==> src/cpt_pkg.sv <==
// Package: shared types and constants for the code page translator.
`timescale 1ns / 1ps
`default_nettype none
package cpt_pkg;

  localparam logic [7:0] FRAME_BASE_RESET = 8'd11;

  typedef struct packed {
    logic [15:0] phys_addr;
    logic        same_page;
    logic        page_fault;
    logic [7:0]  fill_source_page;
    logic [7:0]  fill_frame;
  } cpt_result_t;

endpackage
`default_nettype wire

==> src/cpt_ifs.sv <==
// Interfaces: request, response and configuration channels.
`timescale 1ns / 1ps
`default_nettype none
interface cpt_req_if;
  logic        valid;
  logic        ready;
  logic [15:0] code_addr;
  modport source (output valid, output code_addr, input ready);
  modport sink (input valid, input code_addr, output ready);
endinterface

interface cpt_rsp_if;
  logic        valid;
  logic        ready;
  logic [15:0] phys_addr;
  logic        same_page;
  logic        page_fault;
  logic [7:0]  fill_source_page;
  logic [7:0]  fill_frame;
  modport source (output valid, output phys_addr, output same_page, output page_fault,
                  output fill_source_page, output fill_frame, input ready);
  modport sink (input valid, input phys_addr, input same_page, input page_fault,
                input fill_source_page, input fill_frame, output ready);
endinterface

interface cpt_cfg_if;
  logic       valid;
  logic       ready;
  logic [7:0] data;
  modport source (output valid, output data, input ready);
  modport sink (input valid, input data, output ready);
endinterface
`default_nettype wire

==> src/code_page_translate_fifo.sv <==
// Top level: code page translator with FIFO page replacement.
//
//  channel  dir  signals                                            role
//  req      in   valid ready code_addr                              virtual address
//  rsp      out  valid ready phys_addr same_page page_fault         translated word
//                fill_source_page fill_frame
//  cfg      in   valid ready data                                   frame_base write
//
// Same-page word: result registered at accept, then taken by a free output register.
// Table scan: one compare per cycle until the first match, at most TABLE_ENTRIES;
// the result is registered at the last compare, then taken by a free output register.
// The sequencer holds one word; req.ready is high only while it is idle, and a
// finished word waits in the sequencer while the output register is held.
// rst clears the table, last page/frame, pointer and sets frame_base to 11.
`timescale 1ns / 1ps
`default_nettype none
module code_page_translate_fifo import cpt_pkg::*; #(
  parameter int TABLE_ENTRIES = 4
) (
  input  wire logic  clk,
  input  wire logic  rst,
  cpt_req_if.sink    req,
  cpt_rsp_if.source  rsp,
  cpt_cfg_if.sink    cfg
);

  localparam int IDX_W = (TABLE_ENTRIES > 1) ? $clog2(TABLE_ENTRIES) : 1;

  logic [7:0]       frame_base;
  logic             seq_idle;
  logic             seq_rdy;
  logic             take;
  cpt_result_t      seq_result;
  cpt_result_t      out_word;
  logic             out_valid;
  logic [IDX_W-1:0] rd_idx;
  logic [7:0]       key;
  logic             hit;
  logic             we;
  logic [IDX_W-1:0] wr_idx;
  logic [7:0]       wr_page;

  assign cfg.ready = 1'b1;

  always_ff @(posedge clk) begin
    if (rst) begin
      frame_base <= FRAME_BASE_RESET;
    end else if (cfg.valid) begin
      frame_base <= cfg.data;
    end
  end

  assign req.ready = seq_idle;
  assign take      = seq_rdy && (!out_valid || rsp.ready);

  cpt_seq #(
    .ENTRIES (TABLE_ENTRIES),
    .IDX_W   (IDX_W)
  ) u_seq (
    .clk        (clk),
    .rst        (rst),
    .start      (req.valid),
    .code_addr  (req.code_addr),
    .frame_base (frame_base),
    .idle       (seq_idle),
    .rdy        (seq_rdy),
    .take       (take),
    .result     (seq_result),
    .rd_idx     (rd_idx),
    .key        (key),
    .hit        (hit),
    .we         (we),
    .wr_idx     (wr_idx),
    .wr_page    (wr_page)
  );

  cpt_table #(
    .ENTRIES (TABLE_ENTRIES),
    .IDX_W   (IDX_W)
  ) u_table (
    .clk     (clk),
    .rst     (rst),
    .rd_idx  (rd_idx),
    .key     (key),
    .hit     (hit),
    .we      (we),
    .wr_idx  (wr_idx),
    .wr_page (wr_page)
  );

  always_ff @(posedge clk) begin
    if (rst) begin
      out_valid <= 1'b0;
    end else if (take) begin
      out_valid <= 1'b1;
    end else if (rsp.ready) begin
      out_valid <= 1'b0;
    end
  end

  always_ff @(posedge clk) begin
    if (take) out_word <= seq_result;
  end

  assign rsp.valid            = out_valid;
  assign rsp.phys_addr        = out_word.phys_addr;
  assign rsp.same_page        = out_word.same_page;
  assign rsp.page_fault       = out_word.page_fault;
  assign rsp.fill_source_page = out_word.fill_source_page;
  assign rsp.fill_frame       = out_word.fill_frame;

endmodule
`default_nettype wire

==> src/cpt_table.sv <==
// Page table storage with the single shared page comparator.
`timescale 1ns / 1ps
`default_nettype none
module cpt_table #(
  parameter int ENTRIES = 4,
  parameter int IDX_W   = 2
) (
  input  wire logic             clk,
  input  wire logic             rst,
  input  wire logic [IDX_W-1:0] rd_idx,
  input  wire logic [7:0]       key,
  output logic                  hit,
  input  wire logic             we,
  input  wire logic [IDX_W-1:0] wr_idx,
  input  wire logic [7:0]       wr_page
);

  logic [7:0] entries [ENTRIES];

  always_ff @(posedge clk) begin
    if (rst) begin
      for (int i = 0; i < ENTRIES; i++) entries[i] <= 8'd0;
    end else if (we) begin
      entries[wr_idx] <= wr_page;
    end
  end

  assign hit = (entries[rd_idx] == key);

endmodule
`default_nettype wire

==> src/cpt_seq.sv <==
// Sequencer: same-page check, table scan, FIFO replacement and result build.
`timescale 1ns / 1ps
`default_nettype none
module cpt_seq import cpt_pkg::*; #(
  parameter int ENTRIES = 4,
  parameter int IDX_W   = 2
) (
  input  wire logic             clk,
  input  wire logic             rst,
  input  wire logic             start,
  input  wire logic [15:0]      code_addr,
  input  wire logic [7:0]       frame_base,
  output logic                  idle,
  output logic                  rdy,
  input  wire logic             take,
  output cpt_result_t           result,
  output logic [IDX_W-1:0]      rd_idx,
  output logic [7:0]            key,
  input  wire logic             hit,
  output logic                  we,
  output logic [IDX_W-1:0]      wr_idx,
  output logic [7:0]            wr_page
);

  localparam logic [1:0] S_IDLE = 2'd0;
  localparam logic [1:0] S_SCAN = 2'd1;
  localparam logic [1:0] S_DONE = 2'd2;
  localparam logic [IDX_W-1:0] IDX_LAST = IDX_W'(ENTRIES - 1);

  logic [1:0]       state;
  logic [IDX_W-1:0] idx;
  logic [IDX_W-1:0] ptr;
  logic [7:0]       last_page;
  logic [7:0]       last_frame;
  logic [7:0]       page;
  logic [7:0]       offset;
  logic             scan_end;
  logic [IDX_W-1:0] sel_idx;
  logic [7:0]       frame_sum;

  assign scan_end  = (state == S_SCAN) && (hit || (idx == IDX_LAST));
  // hit gives base + scan index, miss gives base + replacement slot
  assign sel_idx   = hit ? idx : ptr;
  assign frame_sum = frame_base + 8'(sel_idx);

  assign idle    = (state == S_IDLE);
  assign rdy     = (state == S_DONE);
  assign rd_idx  = idx;
  assign key     = page;
  assign we      = scan_end && !hit;
  assign wr_idx  = ptr;
  assign wr_page = page;

  always_ff @(posedge clk) begin
    if (rst) begin
      state      <= S_IDLE;
      idx        <= '0;
      ptr        <= '0;
      last_page  <= 8'd0;
      last_frame <= 8'd0;
    end else begin
      unique case (state)
        S_IDLE: begin
          idx <= '0;
          if (start) begin
            state <= (code_addr[15:8] == last_page) ? S_DONE : S_SCAN;
          end
        end
        S_SCAN: begin
          if (scan_end) begin
            state      <= S_DONE;
            last_page  <= page;
            last_frame <= frame_sum;
            if (!hit) ptr <= (ptr == IDX_LAST) ? '0 : ptr + 1'b1;
          end else begin
            idx <= idx + 1'b1;
          end
        end
        S_DONE: begin
          if (take) state <= S_IDLE;
        end
        default: state <= S_IDLE;
      endcase
    end
  end

  always_ff @(posedge clk) begin
    if (idle && start) begin
      page   <= code_addr[15:8];
      offset <= code_addr[7:0];
      result.phys_addr        <= {last_frame, code_addr[7:0]};
      result.same_page        <= 1'b1;
      result.page_fault       <= 1'b0;
      result.fill_source_page <= 8'd0;
      result.fill_frame       <= 8'd0;
    end else if (scan_end) begin
      result.phys_addr        <= {frame_sum, offset};
      result.same_page        <= 1'b0;
      result.page_fault       <= !hit;
      result.fill_source_page <= hit ? 8'd0 : page;
      result.fill_frame       <= hit ? 8'd0 : frame_sum;
    end
  end

  a_result_hold: assert property (@(posedge clk) disable iff (rst)
    (rdy && !take) |=> $stable(result))
    else $error("result changed while waiting");

  a_fault_frame: assert property (@(posedge clk) disable iff (rst)
    (rdy && result.page_fault) |-> (result.fill_frame == result.phys_addr[15:8]))
    else $error("fill frame differs from translated frame");

  a_same_no_fault: assert property (@(posedge clk) disable iff (rst)
    rdy |-> !(result.same_page && result.page_fault))
    else $error("same page result flagged a fault");

  a_ptr_only_on_fill: assert property (@(posedge clk) disable iff (rst)
    !we |=> (ptr == $past(ptr)))
    else $error("replacement pointer moved without a table write");

endmodule
`default_nettype wire

==> src/flat_wrapper.sv <==
// flat-port wrapper written by rule: the top's interface ports become plain ports
module code_page_translate_fifo_flat import cpt_pkg::*;
#(
  parameter int TABLE_ENTRIES = 4
)
  (clk, rst, req_valid, req_code_addr, req_ready, rsp_valid, rsp_phys_addr, rsp_same_page, rsp_page_fault, rsp_fill_source_page, rsp_fill_frame, rsp_ready, cfg_valid, cfg_data, cfg_ready);
  cpt_req_if req_i ();
  cpt_rsp_if rsp_i ();
  cpt_cfg_if cfg_i ();
  input  wire logic clk;
  input  wire logic rst;
  input wire logic [$bits(req_i.valid)-1:0] req_valid;
  input wire logic [$bits(req_i.code_addr)-1:0] req_code_addr;
  output wire logic [$bits(req_i.ready)-1:0] req_ready;
  output wire logic [$bits(rsp_i.valid)-1:0] rsp_valid;
  output wire logic [$bits(rsp_i.phys_addr)-1:0] rsp_phys_addr;
  output wire logic [$bits(rsp_i.same_page)-1:0] rsp_same_page;
  output wire logic [$bits(rsp_i.page_fault)-1:0] rsp_page_fault;
  output wire logic [$bits(rsp_i.fill_source_page)-1:0] rsp_fill_source_page;
  output wire logic [$bits(rsp_i.fill_frame)-1:0] rsp_fill_frame;
  input wire logic [$bits(rsp_i.ready)-1:0] rsp_ready;
  input wire logic [$bits(cfg_i.valid)-1:0] cfg_valid;
  input wire logic [$bits(cfg_i.data)-1:0] cfg_data;
  output wire logic [$bits(cfg_i.ready)-1:0] cfg_ready;
  assign req_i.valid = req_valid;
  assign req_i.code_addr = req_code_addr;
  assign req_ready = req_i.ready;
  assign rsp_valid = rsp_i.valid;
  assign rsp_phys_addr = rsp_i.phys_addr;
  assign rsp_same_page = rsp_i.same_page;
  assign rsp_page_fault = rsp_i.page_fault;
  assign rsp_fill_source_page = rsp_i.fill_source_page;
  assign rsp_fill_frame = rsp_i.fill_frame;
  assign rsp_i.ready = rsp_ready;
  assign cfg_i.valid = cfg_valid;
  assign cfg_i.data = cfg_data;
  assign cfg_ready = cfg_i.ready;
  code_page_translate_fifo #(.TABLE_ENTRIES(TABLE_ENTRIES)) u_core (.clk(clk), .rst(rst), .req(req_i), .rsp(rsp_i), .cfg(cfg_i));
endmodule
==> config.mk <==
export PLATFORM = sky130hd
export DESIGN_NAME = code_page_translate_fifo_flat
export DESIGN_NICKNAME = d
export VERILOG_FILES = /design/src/cpt_pkg.sv /design/src/cpt_ifs.sv /design/src/code_page_translate_fifo.sv /design/src/cpt_table.sv /design/src/cpt_seq.sv /design/src/flat_wrapper.sv
export SDC_FILE = /design/constraint.sdc
export NUM_CORES = 1
export LEC_CHECK = 0
export ABC_CLOCK_PERIOD_IN_PS = 3600
export BUFFER_PORTS_ARGS = -buffer_cell sky130_fd_sc_hd__buf_2
export CORE_MARGIN = 2
export CORE_UTILIZATION = 52
export DETAILED_ROUTE_END_ITERATION = 12
export PLACE_DENSITY = 0.73
export SETUP_SLACK_MARGIN = 0.05
export SLEW_MARGIN = 5
export SYNTH_ARGS = -nofsm -noshare
export SYNTH_HDL_FRONTEND = slang
export SYNTH_SLANG_ARGS = --single-unit
==> constraint.sdc <==
create_clock -name clk -period 3.6 [get_ports clk]
set_input_delay 0.36 -clock clk [delete_from_list [all_inputs] [get_ports clk]]
set_output_delay 0.36 -clock clk [all_outputs]
set_load 0.02 [all_outputs]
==> Word-level counts from Yosys, hierarchy flattened <==
Memories as Yosys holds them, arrays and structs flattened. A register that Yosys moved wholly into a read port is not among the register bits.
Index checks and enable logic that the tools add are counted.
{ "op_classes": {"n_addsub": 3, "eq_ne": 10, "mux": 25, "bitwise": 1, "n_reduce_logical": 17} }
{ "ops": {"columns": ["op", "n"], "rows": [
  ["two-way mux 34 bit", 2],
  ["two-way mux 8 bit", 3],
  ["two-way mux 2 bit", 10],
  ["equality test 8 bit", 2],
  ["adder 8 x 2 -> 8 bit", 1],
  ["two-way mux 1 bit", 8],
  ["inequality test 2 bit (second input constant)", 4],
  ["OR reduction 8 bit", 1],
  ["equality test 2 bit (second input constant)", 3],
  ["case mux 2 bit (3 select lines)", 1],
  ["AND reduction 3 bit", 2],
  ["nonzero test 2 bit", 3],
  ["adder 2 x 1 -> 2 bit (second input constant)", 2],
  ["logical AND 1 bit", 4],
  ["case mux 2 bit (2 select lines)", 1],
  ["AND reduction 2 bit", 2],
  ["equality test 2 x 1 -> 1 bit (second input constant)", 1],
  ["logical NOT 1 bit", 2],
  ["logical NOT 2 bit", 1],
  ["logical OR 1 bit", 2],
  ["inverter 1 bit", 1]
]} }
{ "word_totals": {"regBits": 115, "ram_bits": 32, "input_bits": 29, "out_inout_bits": 37, "wordCells": 76, "memories": 1} }
{ "mem_list": {"columns": ["memory", "depth", "width", "rd", "rd_clocked_by_memory_dff", "write_ports", "line_no", "rtl"], "rows": [
  ["u_core.u_table.entries", 4, 8, 1, 1, 4, "cpt_table.sv:18", "logic [7:0] entries [ENTRIES];"]
]} }

==> Logic depth before layout (Yosys ltp) <==
{ "logic_depth": {"depth_word": 9, "mapped_depth": 13, "depth_no_buf": 12} }

==> Modules after synthesis <==
From an unflattened synthesis, not the netlist that was laid out.
{ "unflattened": {"hier_cells": 407, "area_unflattened_um2": 5745.5} }
{ "by_module_without_submodules": {"columns": ["module", "n_inst", "cells_each", "area_each_um2", "seq_area_each_um2"], "rows": [
  ["cpt_seq", 1, 246, 2842.7, 1761.7],
  ["cpt_table", 1, 94, 1532.7, 960.9],
  ["code_page_translate_fifo", 1, 67, 1370.1, 1201.2]
]} }

==> Worst setup path before layout <==
OpenSTA, ideal clock, no wires.
{ "synth_path": {"path_type": "register -> register", "start": "register with a tool-made name", "end": "register u_core.u_seq.result[33] (netlist bit), data pin", "arrival_ns": 3.103, "required_time_ns": 3.337, "path_slack_ns": 0.235, "path_stages_with_launch": 12, "n_path_buf": 1, "synth_period_minus_slack_ns": 3.365, "cell_sequence": "dfxtp_1 buf_6 mux4_1 xor2_1 nor4_2 and2_2 mux2_2 ha_1 a21o_1 and4_1 xnor2_1 o21ai_0"} }
{ "synth_lines": {"columns": ["item", "line_no", "rtl"], "rows": [
  ["end, declared", "cpt_seq.sv:16", "output cpt_result_t result,"]
]} }

==> flow_summary_export.csv <==
group,metric,value,unit
worst_setup_path,path_cells,"buf_12 -> mux4_1 -> xor2_1 -> nor4_2 -> buf_4 -> and2_4 -> buf_4 -> o21ai_0 -> ha_1 -> fa_1 -> nand3_1 -> xnor2_1 -> nand3_1 -> a21oi_1",
grt,antenna_found_initial,0,
route,drt_iter0_drc,235,
grt,grt-ovfl-total,0,
route,postRouteWirelength,12290,um
final_layout,drive_gt1_share,27.74,%
sta,worst_pin_slew,0.8152,ns
pwr,power_density,543.2,mW/mm^2
clock_tree,htree_levels,4,
synth,yosysWarnings,0,
worst_setup_path,critical_path_class,"flop to flop",
synth,ys_ff_latch,149,
worst_setup_path,cp-end-kind,"flop",
sta,fmax,0.2917,GHz
sta,period_share,95.22,%
clock_tree,cts_tree,"done",
synth,seq_area_frac_synth,67.13,%
clock_tree,cts-buffers-inserted,17,
final_layout,num-nets-final,522,
clock_tree,root_buffer,"clkbuf_16",
synth,syn_area_per_cell,14.26,sq um
final_layout,largest-register,"u_core.u_seq.result",
clock_tree,clkLatencyLatePin,0.42,ns
final_layout,antenna_cells,0,
floorplanning,start_util,53.76,%
synth,synth_area,0.005904,sq mm
pwr,power,3809,uW
clock_tree,cts_hold_buf,0,
route,via_per_inst,5.785,
grt,grt_max_degree,46,
sta,rsz0062_at_grt,"false",
final_layout,final_common_cell,"edfxtp_1",
clock_tree,clock_sinks,149,
placement,finalWeightedCongestion,0.8014,
pwr,peakVddDrop,0.2960,mV
grt,grt_pass1_wl,19420,um
floorplanning,die_h,110.6,um
hold_path,hold_class,"primary input to flop",
synth,synthFlopType,"edfxtp_1",
pwr,p_leak,0.002790,uW
worst_setup_path,slowest_stage,"mux4_1",
sta,fin_worst_skew,0.007410,ns
grt,top_usage_layer,"met2",
floorplanning,die_x,110.6,um
sta,setup_viol,0,
worst_setup_path,worst-path-max-fanout,7,
route,via_count,3708,
worst_setup_path,critPathLaunchType,"flop",
grt,met3_usage,5.543,%
placement,numPortBuffers,64,
synth,syn_nets,448,
clock_tree,clk_pin_slew,0.07,ns
worst_setup_path,worstPathArrival,3.77,ns
route,avgRoutedWirePerCell,19.17,um
route,ant_nets,0,
run,drv_cap,0,
run_status,outcome,"finished clean",
grt,grt_use_total,20.57,%
final_layout,largest_register_ffs,34,
sta,fin_setup_tns,0,ns
sta,final-hold-violation-count,0,
floorplanning,dieArea,0.01222,sq mm
route,drc,0,
grt,grt_pass1_vias,3695,
grt,met2_usage,32.68,%
worst_setup_path,cpPeakStageDelay,0.56,ns
floorplanning,rows,38,
grt,gr-usage-met1,27.63,%
floorplanning,ios,66,
sta,max_slew_margin,45.65,%
synth,netlist_instances,414,
synth,synth_cell_types,53,
final_layout,largestRegisters,"u_core.u_seq.result x34, u_core.u_table.entries x32, u_core.rsp.phys_addr x16",
synth,synth-edff-count,98,
final_layout,layout.cells.most_common_list,"edfxtp_1, buf_2, dfxtp_1, nand2_1, a21oi_1",
clock_tree,clockBufferDepth,2,
final_layout,area_growth,18.75,%
synth,async_flop_share,0,%
placement,dp_cells,605,
floorplanning,core_region_area,0.01098,sq mm
route,firstDrtPassIters,5,
sta,slew_violations,0,
worst_setup_path,required,3.94,ns
placement,dp_hpwl,8101,um
sta,period_needed,3.428,ns
final_layout,stdcell_count,641,
==> report_power, final <==
| group | switching (uW) | internal (uW) | total, uW |
|---|---|---|---|
| Clock | 751 | 984 | 1730 |
| Combinational | 106 | 68.8 | 175 |
| Sequential | 32.5 | 1870 | 1900 |
| Total | 890 | 2920 | 3810 |
==> final timing paths <==
kind                                              to  slack (ns)                              start  cells past startpoint
max          u_core.u_seq.last_frame[4]$_SDFFE_PP0P_        0.17                               flop                     14
min                 u_core.u_seq.offset[6]$_DFFE_PP_        0.13                   req_code_addr[6]                      1
min reg2reg        u_core.rsp.phys_addr[2]$_DFFE_PP_        0.42  u_core.u_seq.result[20]$_DFFE_PP_                      0
max reg2reg  u_core.u_seq.last_frame[4]$_SDFFE_PP0P_        0.17                               flop                     14
==> cell families (layout without fill, tap and decap cells) <==
group	after synthesis	after routing	share of synthesized area [%]
AO/OA/AOI/OAI	81	81	9.875
XOR/XNOR	22	22	3.263
adder cells (fa/ha/maj)	5	5	1.187
buffers and inverters	29	116	2.733
flip-flops	149	149	67.13
multiplexers	14	14	4.535
other	1	1	0.06351
AND/OR/NAND/NOR	113	113	11.21
==> area by class of cell <==
cell class | count | area [sq um]
multi-input cells | 236 | 1807
fillers | 772 | 3971
clock inverters | 15 | 161.4
well taps | 140 | 175.2
flip-flops and latches | 149 | 3968
inverters | 2 | 7.507
clock buffers | 17 | 425.4
repair buffers | 82 | 467.9
==> through the flow <==
step	hold slack (ns)	util [%]	setup slack, ns	instance area [sq um]
after floorplan	0.4003	-	0.2345	5904
after global placement	0.4023	57.96	0.03892	6366
after detailed placement	0.4045	57.96	-0.08047	6366
after CTS	0.1174	63.52	0.04486	6977
after global routing	0.1201	63.84	0.03800	7012
final	0.1335	63.84	0.1720	7012
==> synth_stat cells (9+ instances only) <==
cell	count	area [sq um]
a32o_1	14	140.1
nand2_1	29	108.9
dfxtp_1	51	1021
nand3_1	17	85.08
clkbuf_1	15	56.30
nor2_1	11	41.29
xor2_1	17	148.9
edfxtp_1	98	2943
o21ai_0	17	85.08
and4_1	9	78.83
and3_1	9	56.30
a21oi_1	21	105.1
==> worst max-delay path: cells and delay by family (launching register included) <==
family,cells,cell delay [ns]
muxes,1,0.56
adders and majority gates,2,0.73
xor gates and xnor gates,2,0.33
AOI/OAI and AO/OA,2,0.27
and+or+nand+nor,4,0.71
DFF,1,0.36
buffers and inverters,3,0.39
==> layer usage <==
metal	part of all wire, %	up-vias
li1	-	1739
met1	44	1808
met2	48	140
met3	6.1	21
met4	1.6	0
met5	0	-
==> repair_timing <==
action | CTS | global route
cloned | 0 | 0
pin swaps | 0 | 3
setup endpoints to repair | 6 | 13
setup buffers | 0 | 4
gates resized for setup | 3 | 4
No activity file was read; power rests on OpenSTA's default activity.
